[src/rtl/b5mv_pkg.sv]
`default_nettype none

package b5mv_pkg;

  // Largest matrix order the stores hold.
  localparam int unsigned MaxOrder = 1024;
  localparam int unsigned AddrW    = $clog2(MaxOrder);
  localparam int unsigned DataW    = 32;
  localparam int unsigned ProdW    = 2 * DataW;
  // Five exact products need three bits of headroom above the product width.
  localparam int unsigned AccW     = ProdW + 3;
  localparam int unsigned OrderW   = 11;
  localparam int unsigned OffsetW  = 10;

  localparam int unsigned CfgIdxW  = 1;
  localparam int unsigned CfgDataW = 11;

  localparam int unsigned CmdW      = 3;
  localparam int unsigned RowW      = 10;
  localparam int unsigned InDataW   = 48;
  localparam int unsigned OutDataW  = 80;

  localparam logic [CfgIdxW-1:0] RegRowCount  = 1'b0;
  localparam logic [CfgIdxW-1:0] RegFarOffset = 1'b1;

  localparam int unsigned TermW = 3;
  localparam logic [TermW-1:0] TermFarLow  = 3'd0;
  localparam logic [TermW-1:0] TermFarHigh = 3'd1;
  localparam logic [TermW-1:0] TermNearLow = 3'd2;
  localparam logic [TermW-1:0] TermNearHigh = 3'd3;
  localparam logic [TermW-1:0] TermMain    = 3'd4;

  typedef enum logic [CmdW-1:0] {
    CmdMain    = 3'd0,
    CmdNear    = 3'd1,
    CmdFar     = 3'd2,
    CmdVector  = 3'd3,
    CmdCompute = 3'd4
  } cmd_e;

  typedef enum logic [1:0] {
    BandMain = 2'd0,
    BandNear = 2'd1,
    BandFar  = 2'd2
  } band_e;

  typedef struct packed {
    logic             en;
    cmd_e             cmd;
    logic [AddrW-1:0] addr;
    logic [DataW-1:0] data;
  } wr_req_t;

  typedef struct packed {
    logic             en;
    band_e            band;
    logic [AddrW-1:0] band_addr;
    logic [AddrW-1:0] vec_addr;
  } rd_req_t;

  typedef struct packed {
    logic valid;
    logic en;
    logic first;
    logic last;
  } term_t;

endpackage

`default_nettype wire

[src/rtl/b5mv_mac.sv]
`default_nettype none

module b5mv_mac (
  input  wire logic                              clk_i,
  input  wire logic                              rst_ni,
  input  wire b5mv_pkg::term_t                   term_i,
  input  wire logic     [b5mv_pkg::DataW-1:0]    band_data_i,
  input  wire logic     [b5mv_pkg::DataW-1:0]    vec_data_i,
  output logic                                   done_o,
  output logic     [b5mv_pkg::ProdW-1:0]         sum_o
);

  logic signed [b5mv_pkg::DataW-1:0] band_s;
  logic signed [b5mv_pkg::DataW-1:0] vec_s;
  logic signed [b5mv_pkg::ProdW-1:0] prod_full;
  logic signed [b5mv_pkg::ProdW-1:0] prod_d;
  logic signed [b5mv_pkg::ProdW-1:0] prod_q;
  b5mv_pkg::term_t                   pterm_q;
  logic signed [b5mv_pkg::AccW-1:0]  prod_ext;
  logic signed [b5mv_pkg::AccW-1:0]  acc_q;
  logic                              done_q;
  logic                              fits;

  assign band_s = band_data_i;
  assign vec_s  = vec_data_i;
  // The product is formed on its own so that it stays a signed multiply.
  assign prod_full = band_s * vec_s;
  // Skipped terms enter the sum as zero.
  assign prod_d = term_i.en ? prod_full : '0;

  always_ff @(posedge clk_i) begin
    if (term_i.valid) begin
      prod_q <= prod_d;
    end
  end

  always_ff @(posedge clk_i or negedge rst_ni) begin
    if (!rst_ni) begin
      pterm_q <= '0;
      done_q  <= 1'b0;
    end else begin
      pterm_q <= term_i;
      done_q  <= pterm_q.valid && pterm_q.last;
    end
  end

  assign prod_ext = {{(b5mv_pkg::AccW - b5mv_pkg::ProdW){prod_q[b5mv_pkg::ProdW-1]}}, prod_q};

  always_ff @(posedge clk_i) begin
    if (pterm_q.valid) begin
      acc_q <= pterm_q.first ? prod_ext : acc_q + prod_ext;
    end
  end

  // The sum fits in 64 bits when all headroom bits copy bit 63.
  assign fits = (acc_q[b5mv_pkg::AccW-1:b5mv_pkg::ProdW-1] == '0) ||
                (acc_q[b5mv_pkg::AccW-1:b5mv_pkg::ProdW-1] == '1);

  always_comb begin
    if (fits) begin
      sum_o = acc_q[b5mv_pkg::ProdW-1:0];
    end else if (acc_q[b5mv_pkg::AccW-1]) begin
      sum_o = {1'b1, {(b5mv_pkg::ProdW-1){1'b0}}};
    end else begin
      sum_o = {1'b0, {(b5mv_pkg::ProdW-1){1'b1}}};
    end
  end

  assign done_o = done_q;

endmodule

`default_nettype wire
[config.mk]
export PLATFORM = sky130hd
export DESIGN_NAME = b5mv_mac
export DESIGN_NICKNAME = d
export VERILOG_FILES = /design/src/rtl/b5mv_pkg.sv /design/src/rtl/b5mv_mac.sv
export SDC_FILE = /design/constraint.sdc
export NUM_CORES = 2
export LEC_CHECK = 0
export BUFFER_PORTS_ARGS = -buffer_cell sky130_fd_sc_hd__buf_4
export CAP_MARGIN = 10
export CORE_MARGIN = 5
export CORE_UTILIZATION = 35
export CTS_CLUSTER_SIZE = 8
export DETAILED_ROUTE_END_ITERATION = 12
export GPL_TIMING_DRIVEN = 0
export SETUP_SLACK_MARGIN = 0.02
export SLEW_MARGIN = 20
export SYNTH_ARGS = -nofsm -noshare
export SYNTH_HDL_FRONTEND = slang
export SYNTH_SLANG_ARGS = --single-unit
[constraint.sdc]
create_clock -name clk_i -period 3.4 [get_ports clk_i]
set_input_delay 0.68 -clock clk_i [delete_from_list [all_inputs] [get_ports clk_i]]
set_output_delay 0.68 -clock clk_i [all_outputs]
set_load 0.01 [all_outputs]
# [Word-level counts from Yosys, hierarchy flattened]
# Index checks and enable logic that the tools add are counted.
[word_totals] inputBits=70 regBits=135
[classes] n_reduce_logical=3 n_mul=1 addsub=1 n_eq_ne=1 mux=3
[ops] op="$mux 64" n=2
[ops] op="$add 67x64->67" n=1
[ops] op="$mux 67" n=1
[ops] op="$mul 32x32->64" n=1
[ops] op="$eq 4x4->1 const B" n=1
[ops] op="$logic_not 4->1" n=1
[ops] op="$logic_and 1x1->1" n=1
[ops] op="$logic_or 1x1->1" n=1

# [Depth between registers and ports, before layout]
[depth] word_depth=3 depth_mapped=30 depth_no_buf=29

# [Least setup slack after synthesis]
# OpenSTA, ideal clock, no wires.
[synth_timing] path_type="input to register" start="input band_data_i[31] (netlist bit)" end="register prod_q[63] (netlist bit), data pin" n_path_buf=1 t_required_ps=3134 path_stages=28 slack_ps=-4681 arrival_ps=7815 path_cell_list="clkbuf_1 nand2_1 inv_1 fa_1 inv_1 fa_1 fa_1 inv_1 fa_1 inv_1 fa_1 inv_1 fa_1 inv_1 fa_1 inv_1 fa_1 ha_1 a21o_1 a21o_1 a21o_1 a21oi_1 o221ai_1 a21o_1 a21oi_1 o21ai_0 xnor2_1 nor2_1"
[synth_via] elab_chain_cells=1
[synth_rtl] item="start: declaration" line="b5mv_mac.sv:7" text="input wire logic [b5mv_pkg::DataW-1:0] band_data_i,"
[synth_rtl] item="$mul 32x32->64" line="b5mv_mac.sv:27" text="assign prod_full = band_s * vec_s;"
[synth_rtl] item="end signal: assignment" line="b5mv_mac.sv:33" text="prod_q <= prod_d;"
[synth_rtl] item="end: declaration" line="b5mv_mac.sv:17" text="logic signed [b5mv_pkg::ProdW-1:0] prod_q;"
# Every way passes these cells.
# A chain may end at the register's enable or synchronous reset.

# [Worst setup path in the final report]
[layout_timing] start="input band_data_i[13] (netlist bit)" end="register prod_q[54] (netlist bit), data pin"
# The elaborated chain is that of the path after synthesis.

==> results.cfg <==
[outcome]
status = finished with violations
violations = negative setup slack

[placed_design]
port_buffers = 134
dp_hpwl_um = 146000
place_inst = 6853
place_congestion = 1.02

[floorplan]
coreArea_sq_mm = 0.131
initial_utilization_pct = 35.2
fp-row-count = 133
dieArea_sq_mm = 0.139
die_y_um = 373
chipWidth_um = 373
boundaryPins = 135

[cells_and_area]
nets = 6733
final_common_cell = fa_1
drive_gt1_share_pct = 19.6
instances_no_fill = 7098
area_growth_pct = 22.5
nFillCells = 12600
final_cell_mix = fa_1, inv_1, nand2_1, and2_1, buf_4

[detailed_routing]
firstDrtPassIters = 6
via_per_inst = 5.20
drcViolationCount = 0
wl_um = 182000
vias = 36900
wire_per_inst_um = 25.7
drt-initial-drc-count = 3441
final_antenna_net_count = 0

[setup_path]
r2r_setup_slack_ns = -0.20
required_ns = 3.63
crit_fanout = 5
critPathCaptureType = register
critPathKind = input pin to register
critPathArrivalTime_ns = 7.89
cp-start-kind = input pin

[job]
drv_cap = 0

[synth]
synth_cell_types = 84
ys_seq_elements = 135
yosysWarningCount = 0
yosys.area.top_type = fa_1
syn-cell-area_sq_mm = 0.0462
synth_edf_count = 131
yosys-top-cells-area = fa_1, edfxtp_1, inv_1, and2_1, ha_1
synth_top_area_share_pct = 46.9
syn_area_per_cell_sq_um = 9.31
syn_inst = 4963
ys.flop_type = edfxtp_1
synth_fp_nets = 6366
ys_seq_area_share_pct = 8.73
async_reset_ff_share_pct = 2.96

[timing]
timing.slew.headroom_pct = 25.8
setup_viol = 66
hold_ws_ns = 0.309
slew_violations = 0
finalCritPeriodShare_pct = 225
fin_skew_ns = 0.0193
final_hold_viol_count = 0
setup_slack_ns = -4.26
worstMarginPinSlew_ns = 1.11
rsz0062_at_grt = true
fin_crit_ns = 7.66
max_freq_mhz = 131

[global_route]
grt.total_usage_pct = 25.8
grt_pass1_vias = 39400
antenna_found_initial = 15
grt_pass1_wl_um = 265000
grt_max_degree = 66
grt_overflow_total = 0

[cts]
path_clk_slew_ns = 0.06
root_buffer = clkbuf_16
clk_latency_ns = 0.49
h-tree-depth = 4
cts_tree = built
clock_sinks = 135
clk_path_buf_depth = 3
cts_buffers = 25

[worst_hold_path]
hold_path.class = input pin to register
==> flip-flops by register name, indices dropped and copies added (netlist names) <==
register,cells
acc_q,67
prod_q,64
pterm_q,3
done_o,1
==> worst paths after layout <==
path                                 start         end  cells after the start
max                        band_data_i[13]  prod_q[54]                     27
min                              term_i[1]  pterm_q[1]                      1
max reg2reg                       acc_q[0]   acc_q[64]                     14
min reg2reg                     pterm_q[0]      done_o                      1
max in group asynchronous           rst_ni  pterm_q[3]                      2
min in group asynchronous           rst_ni      done_o                      2
==> Yosys cell counts (all sizes together), types with 5 or more instances <==
cell and n:
o21a 12, nor2b 11, nor3 30, a21o 141, a31oi 19, nand4 28, and3 17, nand2 632
o211ai 13, nor4b 5, nand2b 17, a21boi 9, nand3 28, xor2 44, o31ai 11, a21oi 147
clkbuf 254, o21bai 34, a211oi 17, inv 1029, nor2 150, o21ai 142, ha 250, nor4 6
buf 11, nor3b 7, xnor2 74, and2 533, edfxtp 131, fa 1083
==> what timing repair did <==
action,in CTS,in global routing
endpoints found under the setup margin,150,91
pin swaps,144,171
hold buffers,1,0
endpoints found under the hold margin,4,0
cloned,5,2
resized for setup,622,355
buffers inserted,115,98
==> routing by layer <==
layer	GRT usage [%]	vias to the layer above	part of all wire [%]
met3	6.33	417	10
li1	-	15800	-
met5	0	-	0.020
met1	33.8	18900	40
met4	11.3	6	6.1
met2	40.7	1883	44
==> critical path: stages <==
cell       delay [ns]
buf_4            0.16
clkbuf_16        0.17
and2_4           0.14
fa_2             0.53
fa_1             0.43
fa_1             0.55
inv_2            0.06
fa_1             0.48
inv_1            0.05
fa_1             0.49
inv_2            0.04
fa_2             0.52
inv_2            0.04
fa_2             0.53
fa_2             0.50
ha_4             0.20
a21o_1           0.17
a21o_1           0.17
a211oi_2         0.24
o31ai_2          0.12
a2111o_1         0.52
a2111oi_4        0.39
buf_4            0.21
o31ai_4          0.08
a31oi_2          0.21
xnor2_1          0.13
nor2_1           0.05
==> cell type report <==
type / instances / area, sq um / share of cell area, %
diodes: 8 / 20.0 / 0.0354
plain buffers: 260 / 3120 / 5.52
clock buffers: 26 / 629 / 1.11
clock inverters: 6 / 53.8 / 0.0951
inverters: 1031 / 3910 / 6.91
multi-input cells: 3531 / 39500 / 69.7
flip-flops and latches: 135 / 4040 / 7.14
well taps: 1755 / 2200 / 3.88
repair buffers: 346 / 3150 / 5.57
==> per-stage QoR <==
stage / utilization (%) / worst slack [ns] / instance area (sq um) / TNS (ns)
floorplan: - / -4.32 / 47200 / -188.47
global placement: 38.4 / -5.84 / 50400 / -275.64
detailed placement: 38.4 / -5.87 / 50500 / -277.90
CTS: 41.7 / -4.17 / 54700 / -194.79
global route: 43.1 / -4.41 / 56600 / -210.03
finish: 43.1 / -4.26 / 56600 / -201.17
==> cells by family after synthesis <==
group / synth area share (%)
buffers and inverters: 10.8
AOI/OAI and AO/OA: 8.50
xor gates and xnor gates: 2.24
muxes: 0.141
and+or+nand+nor: 15.8
DFF: 8.73
adders and majority gates: 53.7
Power is not shown: default switching activity piles up to over one toggle a cycle in this logic, so the estimate is an artifact.
